--- src/rtl/ccc_pkg.sv ---
// Shared types, codes and constants for the coin pulse credit controller.
// Used by every module in rtl/; depends on nothing else.
`default_nettype none

package ccc_pkg;

    localparam int TS_BITS_DEFAULT = 32;
    localparam int IN_TDATA_W      = 40;
    localparam int OUT_TDATA_W     = 32;
    localparam int CFG_INDEX_W     = 3;
    localparam int CFG_DATA_W      = 16;

    typedef enum logic [1:0] {
        CMD_PULSE   = 2'd0,
        CMD_POLL    = 2'd1,
        CMD_ENABLE  = 2'd2,
        CMD_DISABLE = 2'd3
    } cmd_t;

    localparam logic [1:0] MODE_COIN_OP     = 2'd0;
    localparam logic [1:0] MODE_OPEN_PRICE  = 2'd1;
    localparam logic [1:0] MODE_FREE_CHARGE = 2'd2;

    localparam logic [1:0] KIND_AMOUNT = 2'd0;
    localparam logic [1:0] KIND_FREE   = 2'd1;
    localparam logic [1:0] KIND_BUSY   = 2'd2;

    localparam logic [CFG_INDEX_W-1:0] REG_MODE       = 3'd0;
    localparam logic [CFG_INDEX_W-1:0] REG_PRICE      = 3'd1;
    localparam logic [CFG_INDEX_W-1:0] REG_FREE_PRICE = 3'd2;
    localparam logic [CFG_INDEX_W-1:0] REG_GAP_MIN    = 3'd3;
    localparam logic [CFG_INDEX_W-1:0] REG_GAP_MAX    = 3'd4;
    localparam logic [CFG_INDEX_W-1:0] REG_COIN_STEP  = 3'd5;

    localparam logic [1:0]  RST_MODE       = MODE_COIN_OP;
    localparam logic [7:0]  RST_PRICE      = 8'd200;
    localparam logic [7:0]  RST_FREE_PRICE = 8'd10;
    localparam logic [15:0] RST_GAP_MIN    = 16'd125;
    localparam logic [15:0] RST_GAP_MAX    = 16'd135;
    localparam logic [7:0]  RST_COIN_STEP  = 8'd10;

    localparam logic [7:0] SEG_POINT  = 8'h80;
    localparam logic [7:0] SEG_TXT_R  = 8'h50;
    localparam logic [7:0] SEG_TXT_E  = 8'h79;
    localparam logic [7:0] SEG_TXT_U  = 8'h3E;
    localparam logic [7:0] SEG_TXT_S  = 8'h6D;

    typedef struct packed {
        logic [1:0]  mode;
        logic [7:0]  price;
        logic [7:0]  free_price;
        logic [15:0] gap_min;
        logic [15:0] gap_max;
        logic [7:0]  coin_step;
    } cfg_t;

    typedef struct packed {
        logic       start_fired;
        logic       start_led;
        logic       coin_enable;
        logic [7:0] credit;
        logic       display_update;
        logic [1:0] display_kind;
        logic [7:0] digit_high;
        logic [7:0] digit_low;
    } res_t;

    // Seven-segment code of one decimal digit, segment A in bit 0.
    function automatic logic [7:0] seg_digit(input logic [3:0] d);
        logic [7:0] s;
        case (d)
            4'd0:    s = 8'h3F;
            4'd1:    s = 8'h06;
            4'd2:    s = 8'h5B;
            4'd3:    s = 8'h4F;
            4'd4:    s = 8'h66;
            4'd5:    s = 8'h6D;
            4'd6:    s = 8'h7D;
            4'd7:    s = 8'h07;
            4'd8:    s = 8'h7F;
            4'd9:    s = 8'h6F;
            default: s = 8'h00;
        endcase
        return s;
    endfunction

endpackage

`default_nettype wire

--- src/rtl/coin_pulse_credit_controller_core.sv ---
// Coin pulse credit controller, top level: input register, control, result register.
// An accepted item passes through the input register and then the result register before its result is offered.
// Throughput: one item per cycle while m_tready stays high; ccc_ctrl updates its state on every step.
// While a result waits, the input register still takes one more item before s_tready drops.
// Reset (rst_n low, asynchronous) empties both stages, loads the register defaults,
// clears credit and marks the display for refresh. Depends on ccc_pkg and its submodules.
`default_nettype none

module coin_pulse_credit_controller_core #(
    parameter int TIMESTAMP_BITS = ccc_pkg::TS_BITS_DEFAULT
) (
    input  wire logic                            clk,
    input  wire logic                            rst_n,
    // Configuration write port.
    input  wire logic                            cfg_we,
    input  wire logic [ccc_pkg::CFG_INDEX_W-1:0] cfg_index,
    input  wire logic [ccc_pkg::CFG_DATA_W-1:0]  cfg_wdata,
    // Input stream.
    input  wire logic                            s_tvalid,
    output logic                                 s_tready,
    // s_tdata: pulse_time_ms [31:0], start_pressed [32], zero fill [39:33].
    input  wire logic [ccc_pkg::IN_TDATA_W-1:0]  s_tdata,
    // s_tuser: cmd [1:0].
    input  wire logic [1:0]                      s_tuser,
    // Output stream.
    output logic                                 m_tvalid,
    input  wire logic                            m_tready,
    // m_tdata: start_fired [0], start_led [1], coin_enable [2], credit_cents [10:3],
    // display_update [11], digit_high_segments [19:12], digit_low_segments [27:20],
    // zero fill [31:28].
    output logic      [ccc_pkg::OUT_TDATA_W-1:0] m_tdata,
    // m_tuser: display_kind [1:0].
    output logic      [1:0]                      m_tuser
);
    import ccc_pkg::*;

    cfg_t        cfg;
    res_t        res;

    logic        in_valid_reg, in_valid_next;
    logic        out_valid_reg, out_valid_next;
    logic [1:0]  cmd_reg;
    logic [31:0] time_reg;
    logic        pressed_reg;
    logic        step;
    logic        in_take;

    ccc_cfg_regs u_cfg (
        .clk       (clk),
        .rst_n     (rst_n),
        .cfg_we    (cfg_we),
        .cfg_index (cfg_index),
        .cfg_wdata (cfg_wdata),
        .cfg       (cfg)
    );

    // The held item moves into the result register whenever that register is
    // empty or its result is being taken in the same cycle.
    assign step     = in_valid_reg && (!out_valid_reg || m_tready);
    assign s_tready = !in_valid_reg || step;
    assign in_take  = s_tvalid && s_tready;

    always_comb
    begin
        in_valid_next = in_valid_reg;
        if (in_take)
            in_valid_next = 1'b1;
        else if (step)
            in_valid_next = 1'b0;

        out_valid_next = out_valid_reg;
        if (step)
            out_valid_next = 1'b1;
        else if (m_tready)
            out_valid_next = 1'b0;
    end

    always_ff @(posedge clk or negedge rst_n)
    begin
        if (!rst_n)
        begin
            in_valid_reg  <= 1'b0;
            out_valid_reg <= 1'b0;
        end
        else
        begin
            in_valid_reg  <= in_valid_next;
            out_valid_reg <= out_valid_next;
        end
    end

    always_ff @(posedge clk)
    begin
        if (in_take)
        begin
            cmd_reg     <= s_tuser;
            time_reg    <= s_tdata[31:0];
            pressed_reg <= s_tdata[32];
        end
    end

    ccc_ctrl #(
        .TIMESTAMP_BITS (TIMESTAMP_BITS)
    ) u_ctrl (
        .clk           (clk),
        .rst_n         (rst_n),
        .cfg           (cfg),
        .step          (step),
        .cmd           (cmd_reg),
        .pulse_time_ms (time_reg),
        .start_pressed (pressed_reg),
        .res           (res)
    );

    assign m_tvalid = out_valid_reg;
    assign m_tuser  = res.display_kind;
    assign m_tdata  = {4'd0, res.digit_low, res.digit_high, res.display_update,
                       res.credit, res.coin_enable, res.start_led, res.start_fired};

endmodule

`default_nettype wire

--- src/rtl/ccc_cfg_regs.sv ---
// Configuration register file of the coin pulse credit controller.
// Depends on ccc_pkg for register indexes, reset values and cfg_t.
`default_nettype none

module ccc_cfg_regs (
    input  wire logic                            clk,
    input  wire logic                            rst_n,
    input  wire logic                            cfg_we,
    input  wire logic [ccc_pkg::CFG_INDEX_W-1:0] cfg_index,
    input  wire logic [ccc_pkg::CFG_DATA_W-1:0]  cfg_wdata,
    output ccc_pkg::cfg_t                        cfg
);
    import ccc_pkg::*;

    cfg_t cfg_reg;

    // Writes to unused indexes fall through the default arm and change nothing.
    always_ff @(posedge clk or negedge rst_n)
    begin
        if (!rst_n)
        begin
            cfg_reg.mode       <= RST_MODE;
            cfg_reg.price      <= RST_PRICE;
            cfg_reg.free_price <= RST_FREE_PRICE;
            cfg_reg.gap_min    <= RST_GAP_MIN;
            cfg_reg.gap_max    <= RST_GAP_MAX;
            cfg_reg.coin_step  <= RST_COIN_STEP;
        end
        else if (cfg_we)
        begin
            case (cfg_index)
                REG_MODE:       cfg_reg.mode       <= cfg_wdata[1:0];
                REG_PRICE:      cfg_reg.price      <= cfg_wdata[7:0];
                REG_FREE_PRICE: cfg_reg.free_price <= cfg_wdata[7:0];
                REG_GAP_MIN:    cfg_reg.gap_min    <= cfg_wdata;
                REG_GAP_MAX:    cfg_reg.gap_max    <= cfg_wdata;
                REG_COIN_STEP:  cfg_reg.coin_step  <= cfg_wdata[7:0];
                default:        ;
            endcase
        end
    end

    assign cfg = cfg_reg;

endmodule

`default_nettype wire

--- src/rtl/ccc_seg_encode.sv ---
// Turns an 8-bit cent amount into the two seven-segment display positions.
// Depends on ccc_pkg for the digit table and the decimal point bit.
`default_nettype none

module ccc_seg_encode (
    input  wire logic [7:0] amount,
    output logic      [7:0] digit_high,
    output logic      [7:0] digit_low
);
    import ccc_pkg::*;

    logic [15:0] tens_prod;
    logic [4:0]  tens;
    logic [12:0] hund_prod;
    logic [1:0]  hund;
    logic [4:0]  hund_x10;
    logic [4:0]  tens_digit;

    // Divide by ten as multiply by 205 and shift by 11; exact for all 8-bit values.
    // Below 100 the hundreds digit comes out as zero, which gives the "0." lead.
    always_comb
    begin
        tens_prod  = 16'(amount) * 16'd205;
        tens       = tens_prod[15:11];
        hund_prod  = 13'(tens) * 13'd205;
        hund       = hund_prod[12:11];
        hund_x10   = 5'(hund) * 5'd10;
        tens_digit = tens - hund_x10;
        digit_high = seg_digit(4'(hund)) | SEG_POINT;
        digit_low  = seg_digit(tens_digit[3:0]);
    end

endmodule

`default_nettype wire

--- src/rtl/ccc_ctrl.sv ---
// Credit, acceptor and display state plus the result register.
// Depends on ccc_pkg and instantiates ccc_seg_encode.
`default_nettype none

module ccc_ctrl #(
    parameter int TIMESTAMP_BITS = ccc_pkg::TS_BITS_DEFAULT
) (
    input  wire logic          clk,
    input  wire logic          rst_n,
    input  wire ccc_pkg::cfg_t cfg,
    input  wire logic          step,
    input  wire logic [1:0]    cmd,
    input  wire logic [31:0]   pulse_time_ms,
    input  wire logic          start_pressed,
    output ccc_pkg::res_t      res
);
    import ccc_pkg::*;

    logic [7:0]                credit_reg, credit_next;
    logic [TIMESTAMP_BITS-1:0] last_time_reg, last_time_next;
    logic                      acc_on_reg, acc_on_next;
    logic                      led_reg, led_next;
    logic                      refresh_reg, refresh_next;
    res_t                      res_reg, res_next;

    logic [TIMESTAMP_BITS-1:0] now;
    logic [TIMESTAMP_BITS-1:0] gap;
    logic                      in_window;
    logic [7:0]                credit_src;
    logic [7:0]                amount;
    logic [7:0]                amt_high;
    logic [7:0]                amt_low;
    logic                      ok;
    logic                      fired;

    assign now       = TIMESTAMP_BITS'(pulse_time_ms);
    assign gap       = now - last_time_reg;
    assign in_window = (gap > TIMESTAMP_BITS'(cfg.gap_min))
                    && (gap < TIMESTAMP_BITS'(cfg.gap_max));

    // For an enable, the displayed amount is reckoned from a cleared credit.
    assign credit_src = (cmd_t'(cmd) == CMD_ENABLE) ? 8'd0 : credit_reg;
    assign amount = (cfg.mode == MODE_COIN_OP)
                  ? ((cfg.price > credit_src) ? (cfg.price - credit_src) : 8'd0)
                  : credit_src;

    ccc_seg_encode u_seg (
        .amount     (amount),
        .digit_high (amt_high),
        .digit_low  (amt_low)
    );

    always_comb
    begin
        credit_next    = credit_reg;
        last_time_next = last_time_reg;
        acc_on_next    = acc_on_reg;
        led_next       = led_reg;
        refresh_next   = refresh_reg;
        res_next       = '0;
        ok             = 1'b0;
        fired          = 1'b0;

        case (cmd_t'(cmd))
            CMD_PULSE:
            begin
                if (acc_on_reg)
                begin
                    last_time_next = now;
                    if (in_window)
                        credit_next = credit_reg + cfg.coin_step;
                    refresh_next = 1'b1;
                end
            end
            CMD_POLL:
            begin
                if (refresh_reg)
                begin
                    res_next.display_update = 1'b1;
                    refresh_next            = 1'b0;
                    if (cfg.mode == MODE_COIN_OP || cfg.mode == MODE_OPEN_PRICE)
                    begin
                        res_next.display_kind = KIND_AMOUNT;
                        res_next.digit_high   = amt_high;
                        res_next.digit_low    = amt_low;
                    end
                    else
                    begin
                        res_next.display_kind = KIND_FREE;
                        res_next.digit_high   = SEG_TXT_R;
                        res_next.digit_low    = SEG_TXT_E;
                    end
                end
                case (cfg.mode)
                    MODE_COIN_OP:     ok = credit_reg >= cfg.price;
                    MODE_OPEN_PRICE:  ok = credit_reg >= cfg.free_price;
                    MODE_FREE_CHARGE: ok = 1'b1;
                    default:          ok = 1'b0;
                endcase
                if (ok)
                begin
                    led_next = 1'b1;
                    fired    = start_pressed;
                end
                // A start overrides any refresh of this poll with the BUSY text.
                if (fired)
                begin
                    led_next                = 1'b0;
                    acc_on_next             = 1'b0;
                    credit_next             = 8'd0;
                    res_next.display_update = 1'b1;
                    res_next.display_kind   = KIND_BUSY;
                    res_next.digit_high     = SEG_TXT_U;
                    res_next.digit_low      = SEG_TXT_S;
                end
            end
            CMD_ENABLE:
            begin
                if (cfg.mode != MODE_FREE_CHARGE)
                begin
                    acc_on_next = 1'b1;
                    credit_next = 8'd0;
                end
                refresh_next            = 1'b0;
                res_next.display_update = 1'b1;
                if (cfg.mode == MODE_COIN_OP || cfg.mode == MODE_OPEN_PRICE)
                begin
                    res_next.display_kind = KIND_AMOUNT;
                    res_next.digit_high   = amt_high;
                    res_next.digit_low    = amt_low;
                end
                else
                begin
                    res_next.display_kind = KIND_FREE;
                    res_next.digit_high   = SEG_TXT_R;
                    res_next.digit_low    = SEG_TXT_E;
                end
            end
            default:
            begin
                acc_on_next = 1'b0;
                credit_next = 8'd0;
            end
        endcase

        res_next.start_fired = fired;
        res_next.start_led   = led_next;
        res_next.coin_enable = acc_on_next;
        res_next.credit      = credit_next;
    end

    always_ff @(posedge clk or negedge rst_n)
    begin
        if (!rst_n)
        begin
            credit_reg    <= '0;
            last_time_reg <= '0;
            acc_on_reg    <= 1'b0;
            led_reg       <= 1'b0;
            refresh_reg   <= 1'b1;
        end
        else if (step)
        begin
            credit_reg    <= credit_next;
            last_time_reg <= last_time_next;
            acc_on_reg    <= acc_on_next;
            led_reg       <= led_next;
            refresh_reg   <= refresh_next;
        end
    end

    always_ff @(posedge clk)
    begin
        if (step)
            res_reg <= res_next;
    end

    assign res = res_reg;

endmodule

`default_nettype wire
--- config.mk ---
export PLATFORM = sky130hd
export DESIGN_NAME = coin_pulse_credit_controller_core
export DESIGN_NICKNAME = d
export VERILOG_FILES = /design/src/rtl/ccc_pkg.sv /design/src/rtl/coin_pulse_credit_controller_core.sv /design/src/rtl/ccc_cfg_regs.sv /design/src/rtl/ccc_seg_encode.sv /design/src/rtl/ccc_ctrl.sv
export SDC_FILE = /design/constraint.sdc
export NUM_CORES = 1
export LEC_CHECK = 0
export ABC_AREA = 1
export BUFFER_PORTS_ARGS = -buffer_cell sky130_fd_sc_hd__buf_2
export CORE_ASPECT_RATIO = 0.9
export CORE_UTILIZATION = 45
export DETAILED_ROUTE_END_ITERATION = 12
export PLACE_DENSITY_LB_ADDON = 0.08
export REMOVE_ABC_BUFFERS = 1
export SYNTH_ARGS = -nofsm -noshare
export SYNTH_HDL_FRONTEND = slang
export SYNTH_HIERARCHICAL = 1
export SYNTH_SLANG_ARGS = --single-unit
export TNS_END_PERCENT = 50
--- constraint.sdc ---
create_clock -name clk -period 15.7 [get_ports clk]
set_input_delay 3.14 -clock clk [delete_from_list [all_inputs] [get_ports clk]]
set_output_delay 3.14 -clock clk [all_outputs]
set_load 0.005 [all_outputs]
# Yosys cells after proc, flatten, opt, wreduce, memory -nomap -nowiden
# Memories as Yosys holds them, arrays and structs flattened.
# Cells that the tools add are included.
# Widths: inputs -> output; s select.
# op_classes
n_mul	3
bitwise_logic	0
magnitude_cmp	5
add_sub_neg	4
shift	0
reduce_logical	24
muxes	29
n_div	0
n_eq_ne	14
# ops
op	count
$mux 8	7
$mux 19	2
$pmux 19 s2	1
$gt 32x16->1	1
$lt 32x16->1	1
$sub 32x32->32	1
$pmux 7 s4	1
$pmux 8 s3	1
$mux 17	1
$ge 8x8->1	2
$mul 8x8->16 const B	1
$mul 5x8->13 const B	1
$mux 1	13
$reduce_and 2->1	6
$add 8x8->8	1
$eq 2x2->1 const B	4
$gt 8x8->1	1
$sub 8x8->8	1
$eq 2x1->1 const B	3
$eq 3x2->1 const B	2
$eq 3x3->1 const B	2
$logic_not 2->1	3
$pmux 1 s3	2
$reduce_and 3->1	2
12 further kinds	19
# totals
in_bits	66
register_bits	168
n_memories	1
latch_bits	0
romBits	112
word_cells	104
ramBits	0
# mem_list
memory	depth	width	read_ports	rd_clocked_by_memory_dff	wr	line	rtl
(no name shown)	16	7	1	0	0	ccc_pkg.sv:71	case (d)

# Depth between registers and ports, before layout
# Gate-level depths: netlist of the first run.
# An unclocked memory read counts as a cell.
# depth
ltp_word	14
mapped_depth	59
depth_no_buf	59

# Cells and area by module
# The synthesis of the first run kept the hierarchy.
# by_module_without_submodules
module	seq_area_each_um2	area_each_um2	instances	cells_per_inst
ccc_ctrl	1978.1	7876.3	1	1186
ccc_cfg_regs	1472.7	2332.2	1	262
ccc_seg_encode	0.0	2170.8	1	306
coin_pulse_credit_controller_core	1101.1	1179.9	1	52

# Worst setup path after synthesis of the first run
# No wires, ideal clock.
# synth_timing
path_type	register to register
from	register cmd_reg[0]
to	register u_ctrl.res_reg, in the netlist u_ctrl/res[6] (data pin)
slack_ns	6.531
stages_incl_launch_ff	53
arrival_ns	8.910
path_cell_list	edfxtp_1 inv_1 ha_1 clkinv_1 nand2_1 fa_1 a21oi_1 o21bai_1 a21oi_1 o21bai_1 a21oi_1 o21bai_1 nand2_1 o32ai_1 ha_1 fa_1 fa_1 inv_1 (+17 left out) inv_1 ha_1 inv_1 o21bai_1 o21bai_2 nand2_2 nand2_1 nand2_1 nand2_1 ha_1 fa_1 xor2_1 inv_1 nand3_4 nand2_4 nand2_1 nand2_1 o31a_1
# synth_rtl
item	line	rtl
start, declared	coin_pulse_credit_controller_core.sv:42	logic [1:0] cmd_reg;
start signal, assigned	coin_pulse_credit_controller_core.sv:96	cmd_reg <= s_tuser;
end signal, assigned	ccc_ctrl.sv:175	res_reg <= res_next;
end, declared	ccc_ctrl.sv:24	res_t res_reg, res_next;

==> flow_summary.yaml, run 1 <==
power:
  p_leak_nw: 8.216
  ir_drop_v: 0.00008899
  power_density_nw_per_um2: 139.5
worst_setup_path:
  critical_path.most_common_cell: "nand2_1"
  crit_start: "cmd_reg[0]$_DFFE_PP_"
  max_stage_delay_ns: 0.60
  critPathMaxFanout: 10
  worst_path_max_delay_cell: "o32ai_1"
  worstSetupPathType: "register to register"
  crit_required_ns: 15.89
  ff2ff_path_depth: 49
  worstSetupStartpointType: "register"
  crit_arrival_ns: 10.95
  r2r-start: "cmd_reg[0]$_DFFE_PP_"
  crit_path_end: "u_ctrl/res[6]$_DFFE_PP_"
  end_kind: "register"
  r2r_end: "u_ctrl/res[6]$_DFFE_PP_"
  regToRegSetupSlack_ns: 4.94
placement:
  dpl_cell_area_um2: 14420
  routabilityCongestion: 0.9388
  portBuffers: 90
  hpwl_mm: 25.48
finish:
  n_antenna_cell: 0
  syn_to_final_growth_pct: 10.89
  fillers: 2977
  fin_nets: 2143
  final_layout_size_suffix_gt1_share_pct: 14.40
  fin_area_um2: 15040
  largest_reg_flops: 58
floorplan:
  die_h_um: 166.7
  ioPinCount: 102
  die-area_um2: 30830
  coreArea_um2: 29230
  floorplan.initialDensity_pct: 46.38
  die_w_um: 185.0
  rows: 59
cts:
  cts.repair.resized: 0
  post-cts-setup-buffers: 0
  htree_num_levels: 4
  clk_latency_ns: 0.44
  clkSinkCount: 168
  cts_made_buffers: 17
  postCtsHoldBufs: 0
  clk_pin_slew_ns: 0.07
  cts_tree: "done"
  cts-root-buf: "clkbuf_16"
  clockBufferDepth: 2
global_route:
  globalRouteMet2Util_pct: 31.97
  grt_pass1_wl_mm: 53.00
  grt_pass1_vias: 10460
  met1_usage_pct: 33.38
  grt_max_degree: 75
  antenna_found_initial: 0
  met3_usage_pct: 3.258
  grt.overflow.total: 0
  grt_util_all_layers_pct: 21.72
  top_usage_layer: "met1"
sta:
  finalCritPeriodShare_pct: 68.55
  setup_viol: 0
  final_max_slew_viol_count: 0
  min_period_ns: 10.76
  worst_slew_pin_slew_ns: 0.9849
  finClkSkew_ns: 0.01306
  hold_viol: 0
  slew_headroom_pct: 34.34
  clock.fmax_mhz: 92.92
  fin_setup_tns_ns: 0
  grt_setup_unrepaired: "false"
min_path:
  hp-class: "register to register"
yosys:
  synth_edf_count: 65
  ys_top_cells_by_area: "nand2_1 16%, dfrtp_1 16%, ha_1 15%, edfxtp_1 14%, inv_1 8.9%"
  ys_warn_count: 6
  netlist_instances: 1806
  syn-cell-area_um2: 13560
  synth_common_cells: "583 x nand2_1, 323 x inv_1, 164 x ha_1, 85 x dfrtp_1, 83 x nand3_1"
  syn_area_per_cell_um2: 7.508
  async_flop_share_pct: 61.31
  ys_ff_latch: 168
  yosys.area.top_type: "nand2_1"
  ys_types: 55
  ys_seq_area_share_pct: 33.57
  synth-main-ff-cell: "dfrtp_1"
  yosysMostFrequentCell: "nand2_1"
  synth_top_area_share_pct: 16.14
routing:
  drtIter0Drc: 609
  antenna_left: 0
  first_pass_iters: 5
  vias: 11190
  viasPerCell: 4.852
  drc: 0
  wirelength_mm: 32.30
  avgRoutedWirePerCell_um: 14.01
flow_run:
  maxCapViolCount: 0
run_status:
  status: "finished clean"
## placed cells by master, fill, tap and decap left out, drive strengths merged, types with 23 or more instances in the layout
master	Yosys	layout
nor2	110	110
a21oi	66	66
buf	20	96
dfrtp	85	85
edfxtp	65	65
nand2	632	632
clkbuf	8	23
nand3	97	97
inv	340	345
xor2	24	24
o21ai	65	65
ha	164	164
## metrics by stage
| stage | hold slack, ns | cells | setup WS, ns | utilization (%) | power (mW) |
|---|---|---|---|---|---|
| 6_report | 0.4658 | 2306 | 4.937 | 51.43 | 2.097 |
| 5_1_grt | 0.4840 | 2306 | 4.087 | 51.43 | 2.315 |
| 4_1_cts | 0.4674 | 2306 | 4.890 | 51.43 | 2.114 |
| 3_5_place_dp | 0.4563 | 2274 | 4.969 | 49.33 | 1.664 |
| 3_3_place_gp | 0.4526 | 2274 | 5.063 | 49.33 | 1.645 |
| 2_1_floorplan | 0.4419 | 1782 | 6.531 | - | 1.400 |
## final cells by class
cell class	count	area, µm²	area share (%)
clock buffer	23	541.8	3.603
sequential	168	4552	30.27
multi-input combinational	1271	7589	50.47
clock inverter	9	72.57	0.4826
timing repair buffer	96	498.0	3.312
tap	396	495.5	3.295
inverter	343	1287	8.563
## worst max-delay path, delay by kind of cell, from the launching register on
family                     cells  cell delay [ns]
adders and majority gates     12             4.62
AOI/OAI and AO/OA             12             2.66
DFF                            1             0.42
buffers and inverters          8             0.90
and+or+nand+nor               17             1.92
## how the worst min path moves through the flow
stage / slack (ns) / to / depth (start not counted) / start
global placement: 0.45 / u_cfg/cfg[41]$_DFFE_PN1P_ / 2 / u_cfg/cfg[41]$_DFFE_PN1P_
detailed placement: 0.46 / u_cfg/cfg[15]$_DFFE_PN1P_ / 2 / u_cfg/cfg[15]$_DFFE_PN1P_
CTS: 0.47 / u_cfg/cfg[15]$_DFFE_PN1P_ / 2 / u_cfg/cfg[15]$_DFFE_PN1P_
floorplan: 0.44 / u_cfg/cfg[11]$_DFFE_PN0P_ / 2 / u_cfg/cfg[11]$_DFFE_PN0P_
finish: 0.47 / u_cfg/cfg[15]$_DFFE_PN1P_ / 2 / u_cfg/cfg[15]$_DFFE_PN1P_
global route: 0.48 / u_cfg/cfg[26]$_DFFE_PN1P_ / 2 / u_cfg/cfg[26]$_DFFE_PN1P_
## layer usage
metal	part of all wire [%]	wire length [µm]	vias up
li1	-	-	5867
met1	54	17320	5088
met2	41	13350	216
met3	4.2	1365	18
met4	0.82	264	0
met5	0	0	-
## cell families after synthesis
group	share of synthesized area [%]
and+or+nand+nor	29.19
buffers and inverters	10.69
adders and majority gates	17.50
DFF	33.57
AOI/OAI and AO/OA	6.976
xor gates and xnor gates	1.993
other	0.08304
## power by group
| part | leakage, nW | total, mW | internal, mW | switching (mW) |
|---|---|---|---|---|
| Clock | 0.304 | 0.434 | 0.247 | 0.187 |
| Combinational | 5.99 | 1.09 | 0.398 | 0.695 |
| Sequential | 1.93 | 0.570 | 0.534 | 0.0357 |
(Power assumes the default switching activity.)
==> run 2, diff against run 1 <==
- ABC_AREA: 1 -> 0
- clock period: 15.7 -> 10.75 ns (I/O delays scaled with it)
==> run 2 against run 1 <==
Utilization grew 1.1 points; power grew 53%; clock power grew 39%; synthesized cell count shrank 33%.
==> flow_summary.yaml, run 2 <==
routing:
  vias: 9188
  antenna_left: 0
  viasPerCell: 5.398
  avgRoutedWirePerCell_um: 16.55
  drtIter0Drc: 546
  drc: 0
  first_pass_iters: 6
  dr_wl_met2_mm: 11.33
  wl_met3_mm: 1.168
  m1WireLength_mm: 15.41
  dr.max_layer_used: "met5"
  wirelength_mm: 28.17
cts:
  cts_made_buffers: 17
  htree_num_levels: 4
  clk_latency_ns: 0.44
  clk_pin_slew_ns: 0.07
  clkSinkCount: 168
  cts-root-buf: "clkbuf_16"
  postCtsHoldBufs: 0
  cts_tree: "done"
  clockBufferDepth: 2
sta:
  worst_slew_pin_slew_ns: 1.123
  clock.fmax_mhz: 97.64
  slew_headroom_pct: 25.16
  finalCritPeriodShare_pct: 95.28
  hold_viol: 0
  min_period_ns: 10.24
  final_max_slew_viol_count: 0
  finClkSkew_ns: 0.01086
  setup_viol: 0
yosys:
  ys_seq_area_share_pct: 36.43
  yosys.area.top_type: "dfrtp_1"
  ys_ff_latch: 168
  synth_common_cells: "164 x ha_1, 141 x inv_1, 85 x dfrtp_1, 80 x mux2_2, 79 x nand2_1"
  synth_fa_ha_area_share_pct: 18.99
  ys_top_cells_by_area: "dfrtp_1 17%, ha_1 16%, edfxtp_1 16%, mux2_2 7.2%, inv_1 4.2%"
  async_flop_share_pct: 61.31
  synth_top_family_by_area: "adder cells"
  netlist_instances: 1215
  synth_top_area_share_pct: 17.02
  synth_compound_area_share_pct: 14.35
  syn-cell-area_um2: 12490
  ys_types: 83
  synth-simple-area-share_pct: 11.70
  synth-main-ff-cell: "dfrtp_1"
  syn_area_per_cell_um2: 10.28
  ys_warn_count: 6
  synth.mux.area_fraction_pct: 8.973
  yosysMostFrequentCell: "ha_1"
  synthXorXnorAreaFrac_pct: 3.405
  synth_edf_count: 65
finish:
  post-route-util_pct: 52.55
  layout_commonest_cell: "ha_1"
  syn_to_final_growth_pct: 14.29
  multi_input_area_um2: 7367
  fillers: 2454
  n_antenna_cell: 0
  fin_area_um2: 14280
  final_cell_mix: "157 x ha_1, 140 x inv_1, 89 x buf_2, 85 x dfrtp_1, 80 x mux2_2"
  largest_reg_flops: 58
  fin_nets: 1581
  seqCellArea_um2: 4552
  final_layout_size_suffix_gt1_share_pct: 24.41
worst_setup_path:
  crit_buf_inv: 6
  worstSetupStartpointType: "register"
  regToRegSetupSlack_ns: 0.51
  worstSetupPathType: "register to register"
  crit_arrival_ns: 10.43
  worst_path_max_delay_cell: "fa_1"
  critPathMaxFanout: 5
  end_kind: "register"
  max_stage_delay_ns: 0.53
  critical_path.most_common_cell: "a21o_1"
  cp_top_family: "adder cells"
  crit_required_ns: 10.94
floorplan:
  die_h_um: 160.1
  ioPinCount: 102
  coreArea_um2: 27170
  die_w_um: 177.6
  rows: 57
  die-area_um2: 28440
  floorplan.initialDensity_pct: 45.98
power:
  power_density_nw_per_um2: 225.0
  ir_drop_v: 0.0001287
  finalPower_mw: 3.212
  p_leak_nw: 6.790
global_route:
  grt_max_degree: 68
  grt_pass1_vias: 8839
  antenna_found_initial: 1
  grt_pass1_wl_mm: 46.15
  grt.overflow.total: 0
  grt_util_all_layers_pct: 20.67
placement:
  portBuffers: 90
  dpl_cell_area_um2: 13490
  routabilityCongestion: 0.8440
  hpwl_mm: 21.53
min_path:
  hp-class: "register to register"
flow_run:
  maxCapViolCount: 0
run_status:
  status: "finished clean"
## run 2: changes by cell type in the layout (fill, tap and decap cells not counted), sizes merged, moves of 17 or more
| cell | delta |
|---|---|
| nand2b | +22 |
| nand3 | -75 |
| nor2 | -60 |
| inv | -203 |
| xnor2 | +20 |
| mux2 | +90 |
| a21o | +33 |
| nand2 | -552 |
| a211oi | +17 |
| buf | +41 |
## run 2: kinds of logic (layout without fill, tap and decap cells)
family                   after synthesis  in the layout
flip-flops                           168            168
adder cells (fa/ha/maj)              180            180
multiplexers                          97             97
XOR/XNOR                              45             46
AND/OR/NAND/NOR                      273            273
other                                  3              7
buffers and inverters                182            310
AO/OA/AOI/OAI                        267            267
## run 2: path summary, 6_finish.rpt
| path | cells past startpoint | from | to |
|---|---|---|---|
| worst max-delay path | 44 | cmd_reg[1]$_DFFE_PP_ | u_ctrl/res[6]$_DFFE_PP_ |
| worst min-delay path | 2 | u_ctrl/led_reg$_DFFE_PN0P_ | u_ctrl/led_reg$_DFFE_PN0P_ |
| worst max register to register | 44 | cmd_reg[1]$_DFFE_PP_ | u_ctrl/res[6]$_DFFE_PP_ |
| worst min register to register | 2 | u_ctrl/led_reg$_DFFE_PN0P_ | u_ctrl/led_reg$_DFFE_PN0P_ |
| max in group asynchronous | 2 | rst_n | u_cfg/cfg[16]$_DFFE_PN0P_ |
| min in group asynchronous | 1 | rst_n | u_ctrl/credit_reg[2]$_DFFE_PN0P_ |
## run 2: through the flow
step | worst slack (ns) | hold WS (ns) | setup TNS, ns | instances
6_report | 0.5078 | 0.4851 | 0 | 1702
5_1_grt | -0.04527 | 0.5121 | -0.06727 | 1702
4_1_cts | 0.03856 | 0.4855 | 0 | 1696
3_5_place_dp | -0.1160 | 0.4715 | -0.4090 | 1663
3_3_place_gp | -0.1182 | 0.4655 | -0.4521 | 1663
2_1_floorplan | 0.2358 | 0.4484 | 0 | 1178
## run 2: where the power goes
part / internal (mW) / leakage [nW] / switching (mW)
Combinational: 0.757 / 4.60 / 0.971
Clock: 0.343 / 0.293 / 0.259
Sequential: 0.810 / 1.89 / 0.0721
Total: 1.91 / 6.79 / 1.30
## run 2: repair_timing
| item | CTS | global route |
|---|---|---|
| pin swaps | 3 | 20 |
| endpoints found under the setup margin | 7 | 7 |
| cloned | 1 | 0 |
| resized for setup | 8 | 26 |
| setup buffers | 0 | 6 |
| hold endpoints to repair | 0 | 0 |
## run 2: tightest hold or removal path, cell delays in order, from the launching register on
cell and delay, ns:
dfrtp_1 0.34, nand2_1 0.05, o21ai_0 0.06
## run 2: metal layers
| layer | track usage (%) | vias to the layer above |
|---|---|---|
| met4 | 4.468 | 2 |
| met3 | 3.571 | 22 |
| li1 | - | 4596 |
| met2 | 28.69 | 196 |
| met1 | 32.90 | 4372 |
| met5 | 0 | - |
## run 2: layout make-up
type                            instances  share of cell area (%)
Clock buffer                           23                   3.654
Clock inverter                          9                  0.4293
Inverter                              141                   3.706
Multi-Input combinational cell        870                   51.59
Sequential cell                       168                   31.88
Tap cell                              354                   3.102
Timing Repair Buffer                  137                   5.643
